`src/hdl/wsu_pkg.sv`:
```
`timescale 1ns / 1ps
`default_nettype none

package wsu_pkg;

    localparam int LEN_W = 64;

    // header field values
    localparam logic [6:0] CODE_CLOSE = 7'h08;
    localparam logic [6:0] LEN_EXT16  = 7'd126;
    localparam logic [6:0] LEN_EXT64  = 7'd127;

    localparam logic [3:0] EXT16_BYTES = 4'd2;
    localparam logic [3:0] EXT64_BYTES = 4'd8;
    localparam logic [1:0] KEY_LAST    = 2'd3;

    localparam int QUEUE_DEPTH_DEF = 2;

    typedef enum logic [2:0] {
        PH_HEAD   = 3'd0,
        PH_LEN    = 3'd1,
        PH_EXT    = 3'd2,
        PH_KEY    = 3'd3,
        PH_DATA   = 3'd4,
        PH_CLOSED = 3'd5
    } t_phase;

    typedef enum logic [1:0] {
        KIND_DATA  = 2'd0,
        KIND_CLOSE = 2'd1,
        KIND_EMPTY = 2'd2
    } t_kind;

    typedef struct packed {
        t_kind      kind;
        logic [7:0] data_byte;
        logic [6:0] frame_code;
        logic       frame_last;
    } t_result;

    // queue to output stage handshake
    typedef struct packed {
        logic not_empty;
        logic pop;
    } t_queue_ctl;

endpackage

`default_nettype wire

```
`src/hdl/websocket_frame_unmasker.sv`:
```
`timescale 1ns / 1ps
`default_nettype none

// Channel   Dir  Valid        Stall        Beat fields
// --------  ---  -----------  -----------  ---------------------------------------------
// in        in   i_in_valid   o_in_stall   i_stream_byte
// out       out  o_out_valid  i_out_stall  o_kind, o_data_byte, o_frame_code, o_frame_last
//
// One input beat per cycle while o_in_stall is low; the parser state is registered.
// A result goes from the parser through the result queue and the output register
// to the output (parser -> result queue -> output register).
// o_in_stall rises only when the result queue holds QUEUE_DEPTH beats.
// Synchronous active-low reset returns the parser to the first header byte
// and empties the queue and the output register; a close frame is sticky until reset.
module websocket_frame_unmasker import wsu_pkg::*; #(
    parameter int QUEUE_DEPTH = QUEUE_DEPTH_DEF
) (
    input  wire logic       i_clk,
    input  wire logic       i_rst_n,
    input  wire logic       i_in_valid,
    output logic            o_in_stall,
    input  wire logic [7:0] i_stream_byte,
    output logic            o_out_valid,
    input  wire logic       i_out_stall,
    output logic [1:0]      o_kind,
    output logic [7:0]      o_data_byte,
    output logic [6:0]      o_frame_code,
    output logic            o_frame_last
);

    logic       w_push;
    logic       w_full;
    t_result    w_front_result;
    t_result    w_head;
    t_result    w_out;
    t_queue_ctl w_qctl;
    logic       w_not_empty;

    // front: header parsing, length assembly, key capture, unmasking
    wsu_front u_front (
        .i_clk        (i_clk),
        .i_rst_n      (i_rst_n),
        .i_in_valid   (i_in_valid),
        .i_stream_byte(i_stream_byte),
        .i_queue_full (w_full),
        .o_in_stall   (o_in_stall),
        .o_push       (w_push),
        .o_result     (w_front_result)
    );

    // decoupling queue so each side can stall on its own
    wsu_queue #(
        .DEPTH(QUEUE_DEPTH)
    ) u_queue (
        .i_clk       (i_clk),
        .i_rst_n     (i_rst_n),
        .i_push      (w_push),
        .i_result    (w_front_result),
        .i_pop       (w_qctl.pop),
        .o_full      (w_full),
        .o_not_empty (w_not_empty),
        .o_head      (w_head)
    );

    // back: output register toward the consumer
    wsu_back u_back (
        .i_clk       (i_clk),
        .i_rst_n     (i_rst_n),
        .i_not_empty (w_not_empty),
        .i_head      (w_head),
        .o_ctl       (w_qctl),
        .o_out_valid (o_out_valid),
        .i_out_stall (i_out_stall),
        .o_result    (w_out)
    );

    assign o_kind       = w_out.kind;
    assign o_data_byte  = w_out.data_byte;
    assign o_frame_code = w_out.frame_code;
    assign o_frame_last = w_out.frame_last;

endmodule

`default_nettype wire

```
`src/hdl/wsu_front.sv`:
```
`timescale 1ns / 1ps
`default_nettype none

// Header parser and unmasker. One byte per cycle while the queue is not full; results go to the queue.
module wsu_front import wsu_pkg::*; (
    input  wire logic       i_clk,
    input  wire logic       i_rst_n,
    input  wire logic       i_in_valid,
    input  wire logic [7:0] i_stream_byte,
    input  wire logic       i_queue_full,
    output logic            o_in_stall,
    output logic            o_push,
    output t_result         o_result
);

    t_phase             r_phase,    n_phase;
    logic [6:0]         r_code,     n_code;
    logic [LEN_W-1:0]   r_rem,      n_rem;
    logic [3:0]         r_ext_left, n_ext_left;
    logic [31:0]        r_mask_key, n_mask_key;
    logic [1:0]         r_key_pos,  n_key_pos;

    logic               w_accept;
    logic [3:0]         w_ext_dec;
    logic [7:0]         w_key_byte;
    logic               w_data_last;

    assign w_accept    = i_in_valid & ~i_queue_full;
    assign o_in_stall  = i_queue_full;
    assign w_ext_dec   = r_ext_left - 4'd1;
    // key byte 0 sits in the top byte of the key register
    assign w_key_byte  = r_mask_key[{~r_key_pos, 3'b000} +: 8];
    assign w_data_last = (r_rem == LEN_W'(1));

    always_ff @(posedge i_clk) begin
        if (!i_rst_n) begin
            r_phase    <= PH_HEAD;
            r_ext_left <= '0;
            r_key_pos  <= '0;
        end else begin
            r_phase    <= n_phase;
            r_ext_left <= n_ext_left;
            r_key_pos  <= n_key_pos;
        end
    end

    // payload registers, always set before use
    always_ff @(posedge i_clk) begin
        r_code     <= n_code;
        r_rem      <= n_rem;
        r_mask_key <= n_mask_key;
    end

    always_comb begin
        n_phase    = r_phase;
        n_code     = r_code;
        n_rem      = r_rem;
        n_ext_left = r_ext_left;
        n_mask_key = r_mask_key;
        n_key_pos  = r_key_pos;
        o_push     = 1'b0;
        o_result   = '{kind: KIND_DATA, data_byte: 8'd0, frame_code: r_code, frame_last: 1'b0};

        if (w_accept) begin
            case (r_phase)
                PH_CLOSED: begin
                    // swallow everything until reset
                end
                PH_LEN: begin
                    n_key_pos  = '0;
                    n_mask_key = '0;
                    if (i_stream_byte[6:0] == LEN_EXT16) begin
                        n_rem      = '0;
                        n_ext_left = EXT16_BYTES;
                        n_phase    = PH_EXT;
                    end else if (i_stream_byte[6:0] == LEN_EXT64) begin
                        n_rem      = '0;
                        n_ext_left = EXT64_BYTES;
                        n_phase    = PH_EXT;
                    end else begin
                        n_rem      = LEN_W'(i_stream_byte[6:0]);
                        n_ext_left = '0;
                        n_phase    = PH_KEY;
                    end
                end
                PH_EXT: begin
                    n_rem      = {r_rem[LEN_W-9:0], i_stream_byte};
                    n_ext_left = w_ext_dec;
                    if (w_ext_dec == 4'd0) begin
                        n_phase = PH_KEY;
                    end
                end
                PH_KEY: begin
                    n_mask_key = {r_mask_key[23:0], i_stream_byte};
                    if (r_key_pos == KEY_LAST) begin
                        n_key_pos = '0;
                        if (r_rem == '0) begin
                            n_phase  = PH_HEAD;
                            o_push   = 1'b1;
                            o_result = '{kind: KIND_EMPTY, data_byte: 8'd0,
                                         frame_code: r_code, frame_last: 1'b1};
                        end else begin
                            n_phase = PH_DATA;
                        end
                    end else begin
                        n_key_pos = r_key_pos + 2'd1;
                    end
                end
                PH_DATA: begin
                    n_key_pos = r_key_pos + 2'd1;
                    n_rem     = r_rem - LEN_W'(1);
                    if (w_data_last) begin
                        n_phase   = PH_HEAD;
                        n_key_pos = '0;
                    end
                    o_push   = 1'b1;
                    o_result = '{kind: KIND_DATA, data_byte: i_stream_byte ^ w_key_byte,
                                 frame_code: r_code, frame_last: w_data_last};
                end
                default: begin
                    // header byte; unused phase codes land here too
                    n_code = i_stream_byte[6:0];
                    if (i_stream_byte[6:0] == CODE_CLOSE) begin
                        n_phase  = PH_CLOSED;
                        o_push   = 1'b1;
                        o_result = '{kind: KIND_CLOSE, data_byte: 8'd0,
                                     frame_code: CODE_CLOSE, frame_last: 1'b1};
                    end else begin
                        n_phase = PH_LEN;
                    end
                end
            endcase
        end
    end

    a_push_needs_accept: assert property (@(posedge i_clk) disable iff (!i_rst_n)
        o_push |-> w_accept)
        else $error("result pushed without an accepted byte");

    a_closed_sticks: assert property (@(posedge i_clk) disable iff (!i_rst_n)
        (r_phase == PH_CLOSED) |=> (r_phase == PH_CLOSED))
        else $error("left closed state without reset");

    a_no_push_closed: assert property (@(posedge i_clk) disable iff (!i_rst_n)
        (r_phase == PH_CLOSED) |-> !o_push)
        else $error("result after close");

endmodule

`default_nettype wire

```
`src/hdl/wsu_queue.sv`:
```
`timescale 1ns / 1ps
`default_nettype none

// Small result FIFO between parser and output stage.
module wsu_queue import wsu_pkg::*; #(
    parameter int DEPTH = QUEUE_DEPTH_DEF
) (
    input  wire logic   i_clk,
    input  wire logic   i_rst_n,
    input  wire logic   i_push,
    input  t_result     i_result,
    input  wire logic   i_pop,
    output logic        o_full,
    output logic        o_not_empty,
    output t_result     o_head
);

    localparam int PTR_W = (DEPTH > 1) ? $clog2(DEPTH) : 1;
    localparam int CNT_W = $clog2(DEPTH + 1);

    t_result            r_mem [DEPTH];
    t_result            r_head;
    logic [PTR_W-1:0]   r_wr_ptr, n_wr_ptr;
    logic [PTR_W-1:0]   r_rd_ptr, n_rd_ptr;
    logic [CNT_W-1:0]   r_count,  n_count;

    assign o_full      = (r_count == CNT_W'(DEPTH));
    assign o_not_empty = (r_count != '0);
    assign o_head      = r_head;

    always_comb begin
        n_wr_ptr = r_wr_ptr;
        n_rd_ptr = r_rd_ptr;
        n_count  = r_count;
        if (i_push) begin
            n_wr_ptr = (r_wr_ptr == PTR_W'(DEPTH - 1)) ? '0 : r_wr_ptr + PTR_W'(1);
        end
        if (i_pop) begin
            n_rd_ptr = (r_rd_ptr == PTR_W'(DEPTH - 1)) ? '0 : r_rd_ptr + PTR_W'(1);
        end
        if (i_push && !i_pop) begin
            n_count = r_count + CNT_W'(1);
        end else if (!i_push && i_pop) begin
            n_count = r_count - CNT_W'(1);
        end
    end

    always_ff @(posedge i_clk) begin
        if (!i_rst_n) begin
            r_wr_ptr <= '0;
            r_rd_ptr <= '0;
            r_count  <= '0;
        end else begin
            r_wr_ptr <= n_wr_ptr;
            r_rd_ptr <= n_rd_ptr;
            r_count  <= n_count;
        end
    end

    // head register tracks the next read slot; a push into that slot bypasses
    always_ff @(posedge i_clk) begin
        if (i_push) begin
            r_mem[r_wr_ptr] <= i_result;
        end
        if (i_push && (r_wr_ptr == n_rd_ptr)) begin
            r_head <= i_result;
        end else begin
            r_head <= r_mem[n_rd_ptr];
        end
    end

    a_no_overflow: assert property (@(posedge i_clk) disable iff (!i_rst_n)
        (i_push && !i_pop) |-> !o_full)
        else $error("queue overflow");

    a_no_underflow: assert property (@(posedge i_clk) disable iff (!i_rst_n)
        i_pop |-> o_not_empty)
        else $error("queue underflow");

    a_count_tracks: assert property (@(posedge i_clk) disable iff (!i_rst_n)
        (i_push && !i_pop) |=> (r_count == $past(r_count) + CNT_W'(1)))
        else $error("queue count lost a push");

endmodule

`default_nettype wire

```
`src/hdl/wsu_back.sv`:
```
`timescale 1ns / 1ps
`default_nettype none

// Output register: takes the queue head whenever the queue is not empty and the register is empty or being drained.
module wsu_back import wsu_pkg::*; (
    input  wire logic   i_clk,
    input  wire logic   i_rst_n,
    input  wire logic   i_not_empty,
    input  t_result     i_head,
    output t_queue_ctl  o_ctl,
    output logic        o_out_valid,
    input  wire logic   i_out_stall,
    output t_result     o_result
);

    logic       r_valid, n_valid;
    t_result    r_result;
    logic       w_load;

    assign w_load          = i_not_empty && (!r_valid || !i_out_stall);
    assign o_ctl.not_empty = i_not_empty;
    assign o_ctl.pop       = w_load;
    assign o_out_valid     = r_valid;
    assign o_result        = r_result;

    always_comb begin
        n_valid = r_valid;
        if (w_load) begin
            n_valid = 1'b1;
        end else if (!i_out_stall) begin
            n_valid = 1'b0;
        end
    end

    always_ff @(posedge i_clk) begin
        if (!i_rst_n) begin
            r_valid <= 1'b0;
        end else begin
            r_valid <= n_valid;
        end
    end

    always_ff @(posedge i_clk) begin
        if (w_load) begin
            r_result <= i_head;
        end
    end

    a_pop_has_data: assert property (@(posedge i_clk) disable iff (!i_rst_n)
        o_ctl.pop |-> o_ctl.not_empty)
        else $error("output stage popped an empty queue");

endmodule

`default_nettype wire
```
`config.mk`:
```
export PLATFORM = sky130hd
export DESIGN_NAME = websocket_frame_unmasker
export DESIGN_NICKNAME = d
export VERILOG_FILES = /design/src/hdl/wsu_pkg.sv /design/src/hdl/websocket_frame_unmasker.sv /design/src/hdl/wsu_front.sv /design/src/hdl/wsu_queue.sv /design/src/hdl/wsu_back.sv
export SDC_FILE = /design/constraint.sdc
export NUM_CORES = 1
export LEC_CHECK = 0
export ABC_AREA = 1
export BUFFER_PORTS_ARGS = -buffer_cell sky130_fd_sc_hd__clkbuf_2
export CORE_MARGIN = 2
export CORE_UTILIZATION = 64
export CTS_BUF_LIST = sky130_fd_sc_hd__clkbuf_8
export DETAILED_ROUTE_END_ITERATION = 12
export PLACE_DENSITY = 0.82
export SYNTH_ARGS = -nofsm -noshare
export SYNTH_HDL_FRONTEND = slang
export SYNTH_SLANG_ARGS = --single-unit
export TNS_END_PERCENT = 30
```
`constraint.sdc`:
```
create_clock -name i_clk -period 3.9 [get_ports i_clk]
set_input_delay 0.78 -clock i_clk [delete_from_list [all_inputs] [get_ports i_clk]]
set_output_delay 0.78 -clock i_clk [all_outputs]
set_load 0.02 [all_outputs]
```
=== Yosys cells after proc, flatten, opt, wreduce, memory -nomap -nowiden ===
Memory sizes are Yosys's and may differ from the RTL's. A register that Yosys moved wholly into a read port is not among the register bits.
Index checks and enable logic that the tools add are counted.

* Add/subtract/negate cells: 7
* Equality and inequality tests: 15
* Shift-type cells: 1
* Muxes and demuxes: 37
* Bitwise logic cells: 6
* Reduce and logical (&&, ||, !) cells: 24

{| class="wikitable"
|+ Operator list
! operator !! number
|-
| 64-bit one-hot mux with 3 select lines || 1
|-
| 64-bit by 1-bit equality test with 1-bit output (second input constant) || 1
|-
| 64-bit zero test || 1
|-
| 64-bit two-way mux || 1
|-
| 32-bit one-hot mux with 2 select lines || 1
|-
| 64-bit by 1-bit subtractor with 64-bit output (second input constant) || 1
|-
| 18-bit two-way mux || 3
|-
| 18-bit one-hot mux with 3 select lines || 1
|-
| 32-bit by 6-bit variable part select with 8-bit output || 1
|-
| 3-bit two-way mux || 6
|-
| 17-bit two-way mux || 1
|-
| 3-bit one-hot mux with 5 select lines || 1
|-
| 7-bit equality test (second input constant) || 2
|-
| 1-bit two-way mux || 12
|-
| 2-bit AND reduction || 5
|-
| 2-bit two-way mux || 4
|-
| 4-bit two-way mux || 2
|-
| 2-bit by 1-bit != test with 1-bit output (second input constant) || 4
|-
| 4-bit one-hot mux with 2 select lines || 1
|-
| 2-bit nonzero test || 4
|-
| 8-bit bitwise XOR || 1
|-
| 7-bit by 4-bit equality test with 1-bit output (second input constant) || 1
|-
| 7-bit two-way mux || 1
|-
| 3-bit by 2-bit equality test with 1-bit output (second input constant) || 2
|-
| other kinds (20) || 32
|}

* Register bits: 135
* RAM bits: 36
* Input port bits: 12
* Output and inout bits: 20
* Logic and storage cells: 105
* Memories: 1

{| class="wikitable"
|+ Memory list
! name !! words !! width !! read ports !! clocked after Yosys merged registers in !! wr ports !! RTL line !! RTL
|-
| u_queue.r_mem || 2 || 18 || 1 || 1 || 1 || wsu_queue.sv:21 || <nowiki>t_result r_mem [DEPTH];</nowiki>
|}

=== Logic depth before layout (Yosys ltp) ===
Gate-level depths: netlist of the first run.

* Depth in word-level cells: 9
* Mapped depth: 15
* Mapped depth without buffers: 15

=== By module ===
From an unflattened synthesis of the first run, not the netlist that was laid out.

* Cells, all modules: 1071
* Area, all modules: 9220.1 sq um

{| class="wikitable"
|+ Modules (own cells, without submodules)
! module !! instances !! cells an instance !! area an instance (sq um) !! sequential area each (sq um)
|-
| wsu_front || 1 || 955 || 7038.0 || 3273.1
|-
| wsu_queue || 1 || 90 || 1581.5 || 1181.1
|-
| wsu_back || 1 || 26 || 600.6 || 560.5
|}

=== Worst setup path before layout of the first run ===
Ideal clock, no wire load.

* Path kind: input -> register
* Start point: input i_in_valid
* End point: register u_front.r_rem[0], enable pin
* Library setup time: 689 ps
* Arrival time: 2330 ps
* Required time: 3211 ps
* Setup slack: 881 ps
* Stages: 4
* Path buffers: 0
* Cells stage by stage: o21ai_2 -> inv_1 -> nand2_1 -> nand2_1

* Cells in the longest elaborated chain, start to end: 2

{| class="wikitable"
|+ RTL lines
! element !! RTL line !! RTL
|-
| start: declaration || websocket_frame_unmasker.sv:20 || <nowiki>input wire logic i_in_valid,</nowiki>
|-
| 1-bit bitwise AND || wsu_front.sv:28 || <nowiki>assign w_accept = i_in_valid & ~i_queue_full;</nowiki>
|-
| 2-bit AND reduction (no line) || n/a ||
|-
| end signal: assignment || wsu_front.sv:50 || <nowiki>r_rem <= n_rem;</nowiki>
|-
| end: declaration || wsu_front.sv:18 || <nowiki>logic [LEN_W-1:0] r_rem, n_rem;</nowiki>
|}

Every way passes these cells.
A chain may end at the register's enable or synchronous reset.

=== Final worst setup path of the first run ===
* Start point: register u_front.r_phase[2]
* End point: register u_front.r_rem[19], enable pin

* Cells in the longest elaborated chain, start to end: 3
* Elaborated cells on any way between the ends: 5
* Those cells by class: eq/ne (3); reduce/logical (2)

{| class="wikitable"
|+ RTL lines
! element !! RTL line !! RTL
|-
| start: declaration || wsu_front.sv:16 || <nowiki>t_phase r_phase, n_phase;</nowiki>
|-
| start signal: assignment || wsu_front.sv:41 || <nowiki>r_phase <= n_phase;</nowiki>
|-
| 3-bit by 1-bit equality test with 1-bit output (tied with other cells) || wsu_front.sv:65 || <nowiki>case (r_phase)</nowiki>
|-
| 3-bit nonzero test (no line) (*) || n/a ||
|-
| 2-bit AND reduction (no line) (*) || n/a ||
|}

Every way passes the cells marked *; elsewhere a longest branch is shown, timed or not.

==> results.env, run 1 <==
OUTCOME='finished clean'
CAP_VIOLATIONS=0
FIRSTDRTPASSITERS=6
YS_FF_LATCH=172
UTILIZATION=0.694
CRITICAL_PATH_BUF_INV_COUNT=5
TIMING.FINAL.MAX_SLEW_VIOLATIONS=0
P_SW_FRAC=0.403
P_INT_uW=3890
NUM_IO_PINS=32
CLKTRANSATPATHREGS_NS=0.09
GRT_REMAINING_OVERFLOW=0
CORE_AREA_UM2=14400
VIAS_IN_THE_FIRST_GLOBAL_ROUTE=6854
CRIT_PATH_END_KIND='register'
DRIVE_GT1_FRAC=0.130
INSERTED_DIODES=0
GRT_SETUP_UNREPAIRED='no'
YS_ASYNC_SR_FRACTION=0
SLOWEST_STAGE='buf_4'
CLOCK-SKEW-FINAL_NS=0.0115
GRT_ANTENNA_BEFORE_REPAIR=0
FINALSETUPTNS_NS=0
CTS.SINK_COUNT=172
INITIAL_CORE_UTIL=0.646
MAX_SLEW_MARGIN=0.442
MAX_STAGE_DELAY_NS=0.61
SYN-INSTANCE-COUNT=1057
RELATIVE_CONTRIBUTION_OF_THE_CLOCK_NETWORK_TO_TOTAL_POWER=0.176
PLACE_INST=1257
NUM_ROWS=44
YOSYSWARNINGCOUNT=0
POSTROUTEANTENNANETS=0
DRT_WL_TOTAL_UM=20100
FINALPOWER_uW=6510
ROUTABILITYCONGESTION=0.937
GRT_FIRST_PASS_WIRELENGTH_UM=33000
PLACEMENT.IO_BUFFERS=31
FP.DIEAREA_UM2=15500
WORST_PATH_MOST_REPEATED_CELL='inv_2'
DETAIL_ROUTE.VIAS_PER_CELL=5.61
STARTPOINT_TYPE='register'
DRT-WIRELENGTH-PER-CELL_UM=15.6
POWER.NET_SWITCHING_uW=2620
WORST_SKEW_PAIR.LATE_LATENCY_NS=0.49
FIN_CRIT_SH=0.740
POST_CTS_HOLD_BUFFER_COUNT=0
FINAL_COMMON_CELL='nand2_1'
TRITONCTS.NUM_BUFFERS=17
SYNTH_FP_NETS=1075
CELLLEAKAGEPOWER_uW=0.00412
POST_SYNTH_NUM_CELL_TYPES=36
FINALWORSTPATHREQUIREDPERIOD_NS=2.89
MULTIINPUTGATEAREA_UM2=3600
AVGSYNTHCELLAREA_UM2=8.78
DIEWIDTH_UM=124
LAYOUT.NETS=1110
HPWL_UM=14400
SYNTH_ENABLE_FLOP_CELLS=157
H-TREE-DEPTH=4
AREA.GROWTH.SYNTH_TO_FINAL_PCT=7.54
MAXCLOCKFREQUENCY_GHz=0.346
POSTCTSSETUPREPAIRBUFS=0
CRITICALPATHCATEGORY='register to register'
VIOLATION_COUNT_AFTER_THE_FIRST_DETAILED_ROUTING_ITERATION=808
NUM_VIAS=7234
POST-ROUTE-DRC-COUNT=0
SHARE_SEQ_OF_TOTAL_POWER=0.490
DIE-HEIGHT_UM=124
SYNTH.CELL_AREA_UM2=9280
CRITPATHARRIVALTIME_NS=3.01
POWER-PER-CELL-AREA_nW_PER_UM2=653
GRT_MAX_DEGREE=47
CRITPATHTOPFAMILY='buffers and inverters'
POST_CTS_RESIZE_COUNT=0
MAXIMUM_VDD_IR_DROP_V=0.000398
GRT_USE_TOTAL=0.266
SYNTH_SEQ_AREA_SHARE=0.540
HOLDCRITPATHCLASS='register to register'
P_COMB_FRAC=0.334
POSTSYNTH.TOPFLOPCELL='edfxtp_1'
REGAREA_UM2=5010
CRITICAL_PATH.MAX_FANOUT=46
HOLD_VIOL_FINAL=0
CLOCKROOTBUFFER='clkbuf_8'
CP_CELL_SEQUENCE='inv_2 > nand2_1 > nor2_4 > inv_2 > o21ai_0 > inv_1 > nor2_2 > inv_2 > nand2_2 > buf_4'
CLOCK_TREE.BUFFER_DEPTH=2
POST_LAYOUT_NONFILLER_INSTANCES=1289
TIGHTEST_SLEW_NS=0.835
SETUP_VIOL_COUNT_FINAL=0
TRITONCTS='built'
NUM-FILL-CELLS=1116
COMMONEST_CELLS_AFTER_ROUTING_FILL_AND_TAPS_ASIDE='nand2_1, nor2_1, edfxtp_1'
WORSTPATHREQUIRED_NS=4.02
==> worst min-delay path, cell delays in order (launching register included) <==
cell     delay [ns]
dfxtp_1        0.34
xor2_1         0.08
inv_1          0.05
==> cells by family after synthesis <==
family,count (synthesis),synth area share
muxes,18,0.0218
adders and majority gates,6,0.00809
xor gates and xnor gates,14,0.0132
and+or+nand+nor,500,0.245
AOI/OAI and AO/OA,171,0.0987
DFF,172,0.540
buffers and inverters,176,0.0725
==> worst paths after layout <==
path                            slack, ns                          end                             from  cells after the start
worst max register to register       1.01  u_front.r_rem[19]$_DFFE_PP_  u_front.r_phase[2]$_SDFFE_PN0P_                     10
worst max-delay path                 1.01  u_front.r_rem[19]$_DFFE_PP_  u_front.r_phase[2]$_SDFFE_PN0P_                     10
worst min-delay path                 0.49                     register      u_queue.r_rd_ptr$_SDFF_PN0_                      2
worst min register to register       0.49                     register      u_queue.r_rd_ptr$_SDFF_PN0_                      2
==> power by group through the flow <==
stage	Sequential, uW	Clock, uW	Combinational, uW
after floorplan	3210	0	1540
after global placement	3200	0	2090
after detailed placement	3230	0	2150
after CTS	3190	1160	2160
after global routing	3250	1230	2450
final	3190	1140	2180
==> flip-flops by register name, summed over array words and instances (netlist names), 2 cells and up, named ones only <==
register,cells
u_queue.r_mem,36
u_front.r_ext_left,4
u_back.o_result,18
u_front.r_mask_key,32
u_front.r_rem,64
u_front.r_phase,3
u_queue.r_count,2
u_front.r_code,7
u_front.r_key_pos,2
==> layout make-up <==
class,count,area share
inverter,154,0.0579
clock buffer,17,0.0234
sequential,172,0.503
multi-input combinational,709,0.360
clock inverter,15,0.0118
tap,184,0.0231
timing repair buffer,38,0.0208
==> through the flow <==
step / instance area [um^2] / hold WS [ns] / setup slack (ns)
floorplan: 9280 / 0.440 / 0.881
global placement: 9630 / 0.453 / 1.05
detailed placement: 9630 / 0.473 / 0.991
CTS: 9980 / 0.496 / 1.02
global route: 9980 / 0.509 / 0.740
finish: 9980 / 0.485 / 1.01
==> routing by layer <==
metal / part of all wire / GRT usage / vias to the layer above
li1: - / - / 3589
met1: 0.43 / 0.370 / 3307
met2: 0.48 / 0.425 / 305
met3: 0.075 / 0.0477 / 33
met4: 0.016 / 0.0939 / 0
met5: 0 / 0 / -
==> Yosys cell counts (7+ instances only) <==
| cell type | n | area share |
|---|---|---|
| xor2_1 | 13 | 0.012 |
| nand2_2 | 11 | 0.0074 |
| inv_2 | 7 | 0.0028 |
| inv_1 | 146 | 0.059 |
| nor3_1 | 12 | 0.0065 |
| edfxtp_1 | 157 | 0.51 |
| nor2_1 | 176 | 0.071 |
| nor2_2 | 12 | 0.0081 |
| nand2_1 | 203 | 0.082 |
| a21oi_1 | 49 | 0.026 |
| o21ai_1 | 9 | 0.0049 |
| nor2_4 | 8 | 0.0097 |
| o21ai_0 | 81 | 0.044 |
| clkbuf_1 | 15 | 0.0061 |
| dfxtp_1 | 15 | 0.032 |
| o22ai_1 | 18 | 0.012 |
| nand3_1 | 49 | 0.026 |
| mux2_2 | 18 | 0.022 |
Power figures use the tool's default switching activity.
==> run 2: changes to the inputs <==
ABC_AREA = 0   (was 1)
clock period = 2.8 ns   (was 3.9 ns; I/O delays follow)
==> run 2 against run 1 <==
Effect of this change:
- power rose by 5.3%
- synthesized cell count fell by 32%
- synthesized area fell by 8.8%
- fmax rose by 5.1%
- critical path depth fell by 3
- clock power rose by 46%
- via count fell by 15%
- final cell count fell by 22%
- first-iteration DRC count fell by 21%
- non-clock buffer count rose by 72
- critical path type unchanged
==> results.env, run 2 <==
INITIAL_CORE_UTIL=0.647  # was 0.646
YOSYSWARNINGCOUNT=0  # unchanged
DETAIL_ROUTE.VIAS_PER_CELL=6.11  # was 5.61
POST-ROUTE-DRC-COUNT=0  # unchanged
POST_CTS_HOLD_BUFFER_COUNT=0  # unchanged
CRIT_PATH_END_KIND='register'  # unchanged
OUTCOME='finished clean'  # unchanged
SYN-INSTANCE-COUNT=724  # was 1057
HOLD_DEPTH=3  # was 2
DIE-HEIGHT_UM=119  # was 124 um
RR_WORST_DEPTH=7  # was 10
DRT_WL_TOTAL_UM=19200  # was 20100 um
PLACEMENT.IO_BUFFERS=31  # unchanged
SETUP_VIOL_COUNT_FINAL=0  # unchanged
NUM-FILL-CELLS=798  # was 1116
ROUTABILITYCONGESTION=0.857  # was 0.937
GRT_ANTENNA_BEFORE_REPAIR=0  # unchanged
FINAL_COMMON_CELL='edfxtp_1'  # was nand2_1
MAXIMUM_VDD_IR_DROP_V=0.000454  # was 0.000398 V
MAXCLOCKFREQUENCY_GHz=0.364  # was 0.346 GHz
YS_ASYNC_SR_FRACTION=0  # unchanged
NUM_IO_PINS=32  # unchanged
CLOCK_TREE.BUFFER_DEPTH=2  # unchanged
CLOCK-SKEW-FINAL_NS=0.0124  # was 0.0115 ns
COMMONEST_CELLS_AFTER_ROUTING_FILL_AND_TAPS_ASIDE='edfxtp_1, nand2_1, buf_4'  # was nand2_1, nor2_1, edfxtp_1
LARGEST-REGISTER='u_front.r_rem'  # unchanged
FINALWORSTPATHREQUIREDPERIOD_NS=2.75  # was 2.89 ns
GRT_REMAINING_OVERFLOW=0  # unchanged
NUM_ROWS=42  # was 44
POST_LAYOUT_NONFILLER_INSTANCES=1009  # was 1289
POST_SYNTH_NUM_CELL_TYPES=53  # was 36
SYNTH_FP_NETS=742  # was 1075
FIN_CRIT_SH=0.981  # was 0.740
SYNTH.CELL_AREA_UM2=8460  # was 9280 um^2
GRT_USE_TOTAL=0.272  # was 0.266
LAYOUT_SETUP_WS_NS=0.0536  # was 1.01 ns
VIAS_IN_THE_FIRST_GLOBAL_ROUTE=6088  # was 6854
INSERTED_DIODES=0  # unchanged
POSTSYNTH.TOPFLOPCELL='edfxtp_1'  # unchanged
SYNTH.LARGEST_AREA_CELL='edfxtp_1'  # unchanged
CRITICAL_PATH.MAX_FANOUT=9  # was 46
DRT-WIRELENGTH-PER-CELL_UM=19.0  # was 15.6 um
FINISH.INSTANCE_AREA_UM2=9900  # was 9980 um^2
YS_FF_LATCH=172  # unchanged
FINALSETUPTNS_NS=0  # unchanged
TRITONCTS='built'  # unchanged
HPWL_UM=12500  # was 14400 um
CLKTRANSATPATHREGS_NS=0.09  # about the same
AVGSYNTHCELLAREA_UM2=11.7  # was 8.78 um^2
POST_PLACEMENT_SETUP_SLACK_NS=-0.0282  # was 0.991 ns
CORE_AREA_UM2=13100  # was 14400 um^2
POWER-PER-CELL-AREA_nW_PER_UM2=693  # was 653 nW/um^2
TRITONCTS.NUM_BUFFERS=17  # unchanged
DRIVE_GT1_FRAC=0.238  # was 0.130
FLIP_FLOP_COUNT_OF_THE_LARGEST_REGISTER_AFTER_LAYOUT=64  # unchanged
FP.DIEAREA_UM2=14200  # was 15500 um^2
POSTROUTEANTENNANETS=0  # unchanged
GRT_FIRST_PASS_WIRELENGTH_UM=30000  # was 33000 um
TIMING.FINAL.MAX_SLEW_VIOLATIONS=0  # unchanged
GRT_SETUP_UNREPAIRED='yes'  # was no
VIOLATION_COUNT_AFTER_THE_FIRST_DETAILED_ROUTING_ITERATION=638  # was 808
STARTPOINT_TYPE='register'  # unchanged
SYNTH.TOP_CELL.AREA_SHARE=0.557  # was 0.508
MAX_SLEW_MARGIN=0.436  # was 0.442
CAP_VIOLATIONS=0  # unchanged
SYNTH_ENABLE_FLOP_CELLS=157  # unchanged
AREA.GROWTH.SYNTH_TO_FINAL_PCT=17.0  # was 7.54%
WORSTPATHREQUIRED_NS=3.01  # was 4.02 ns
NUM_VIAS=6160  # was 7234
FIRSTDRTPASSITERS=6  # unchanged
REG.LARGEST.LIST='u_front.r_rem x64, u_queue.r_mem x36, u_front.r_mask_key x32'  # unchanged
CRITPATHARRIVALTIME_NS=2.96  # was 3.01 ns
CTS.SINK_COUNT=172  # unchanged
TIGHTEST_SLEW_NS=0.845  # was 0.835 ns
FIN_WORST_HOLD_SLACK_NS=0.382  # was 0.485 ns
HOLD_VIOL_FINAL=0  # unchanged
DPL_CELL_AREA_UM2=9360  # was 9630 um^2
CELLLEAKAGEPOWER_uW=0.00348  # was 0.00412 uW
H-TREE-DEPTH=4  # unchanged
HOLDCRITPATHCLASS='input port to register'  # was register to register
CLOCKROOTBUFFER='clkbuf_8'  # unchanged
NETLIST_TOP_CELLS_COUNT='edfxtp_1, nand2_1, o21ai_0'  # was nand2_1, nor2_1, edfxtp_1
CRITICALPATHCATEGORY='register to register'  # unchanged
DIEWIDTH_UM=119  # was 124 um
SYNTHTOPCELLSBYAREA='edfxtp_1, nand2_1, xnor2_1, o21ai_0, dfxtp_1'  # was edfxtp_1, nand2_1, nor2_1, inv_1, o21ai_0
GRT_MAX_DEGREE=66  # was 47
PLACE_INST=971  # was 1257
MOST_USED_STANDARD_CELL_BY_INSTANCE_COUNT_AFTER_SYNTHESIS='edfxtp_1'  # was nand2_1
SYNTH_SEQ_AREA_SHARE=0.593  # was 0.540
WORST_SKEW_PAIR.LATE_LATENCY_NS=0.48  # was 0.49 ns
LAYOUT.NETS=838  # was 1110
==> run 2: cell types whose count changed after synthesis, moves of 20 or more <==
cell	before	now
a21oi_1	49	12
and3_1	0	37
inv_1	146	10
nand2_1	203	90
nand3_1	49	15
nor2_1	176	51
xnor2_1	1	38
xor2_1	13	33
==> run 2: cell families after synthesis <==
kind of cell | synth area share
adders and majority gates | 0.00887
muxes | 0.0464
buffers and inverters | 0.0194
DFF | 0.593
and+or+nand+nor | 0.190
AOI/OAI and AO/OA | 0.0696
xor gates and xnor gates | 0.0735
==> run 2: routing by layer <==
layer	global-route usage	wire length (um)	vias to the layer above
li1	-	-	2863
met1	0.363	8020	3024
met2	0.446	9710	238
met3	0.0474	1090	35
met4	0.108	356	0
met5	0	0	-
==> run 2: power by group <==
group | total [uW] | switching, uW | internal, uW
Combinational | 1580 | 942 | 635
Sequential | 3610 | 294 | 3320
Clock | 1670 | 956 | 715
Total | 6860 | 2190 | 4670
==> run 2: final cells by class <==
class,count,area (um^2),share of cell area
Clock inverter,15,140,0.0142
Clock buffer,17,234,0.0236
Multi-Input combinational cell,509,3390,0.342
Sequential cell,172,5010,0.507
Timing Repair Buffer,110,866,0.0875
Tap cell,176,220,0.0222
Inverter,10,37.5,0.00379
==> run 2: metrics by stage <==
step                      power, uW  utilization
after CTS                      6790        0.746
after global routing           7140        0.757
after detailed placement       5160        0.715
final                          6860        0.757
after floorplan                4570            -
after global placement         5080        0.715
==> run 2: timing repair <==
action | in CTS | in global routing
cloned | 0 | 2
pin swaps | 2 | 6
setup buffers | 3 | 2
resized for setup | 3 | 16
endpoints found under the setup margin | 11 | 41
==> run 2: final timing paths <==
| path | start | endpoint | slack [ns] |
|---|---|---|---|
| max | u_front.r_rem[9]$_DFFE_PP_ | u_front.r_rem[58]$_DFFE_PP_ | 0.05 |
| min reg2reg | u_queue.r_rd_ptr$_SDFF_PN0_ | register | 0.47 |
| max reg2reg | u_front.r_rem[9]$_DFFE_PP_ | u_front.r_rem[58]$_DFFE_PP_ | 0.05 |
| min | i_out_stall | u_back.o_out_valid$_SDFFE_PN0P_ | 0.38 |
==> run 2: critical path, cell delays in order (launching register included) <==
cell      delay (ns)
edfxtp_1        0.40
or4_4           0.59
nor4_4          0.36
or4b_1          0.47
buf_4           0.20
nor3_1          0.25
xnor2_1         0.15
o21ai_1         0.07
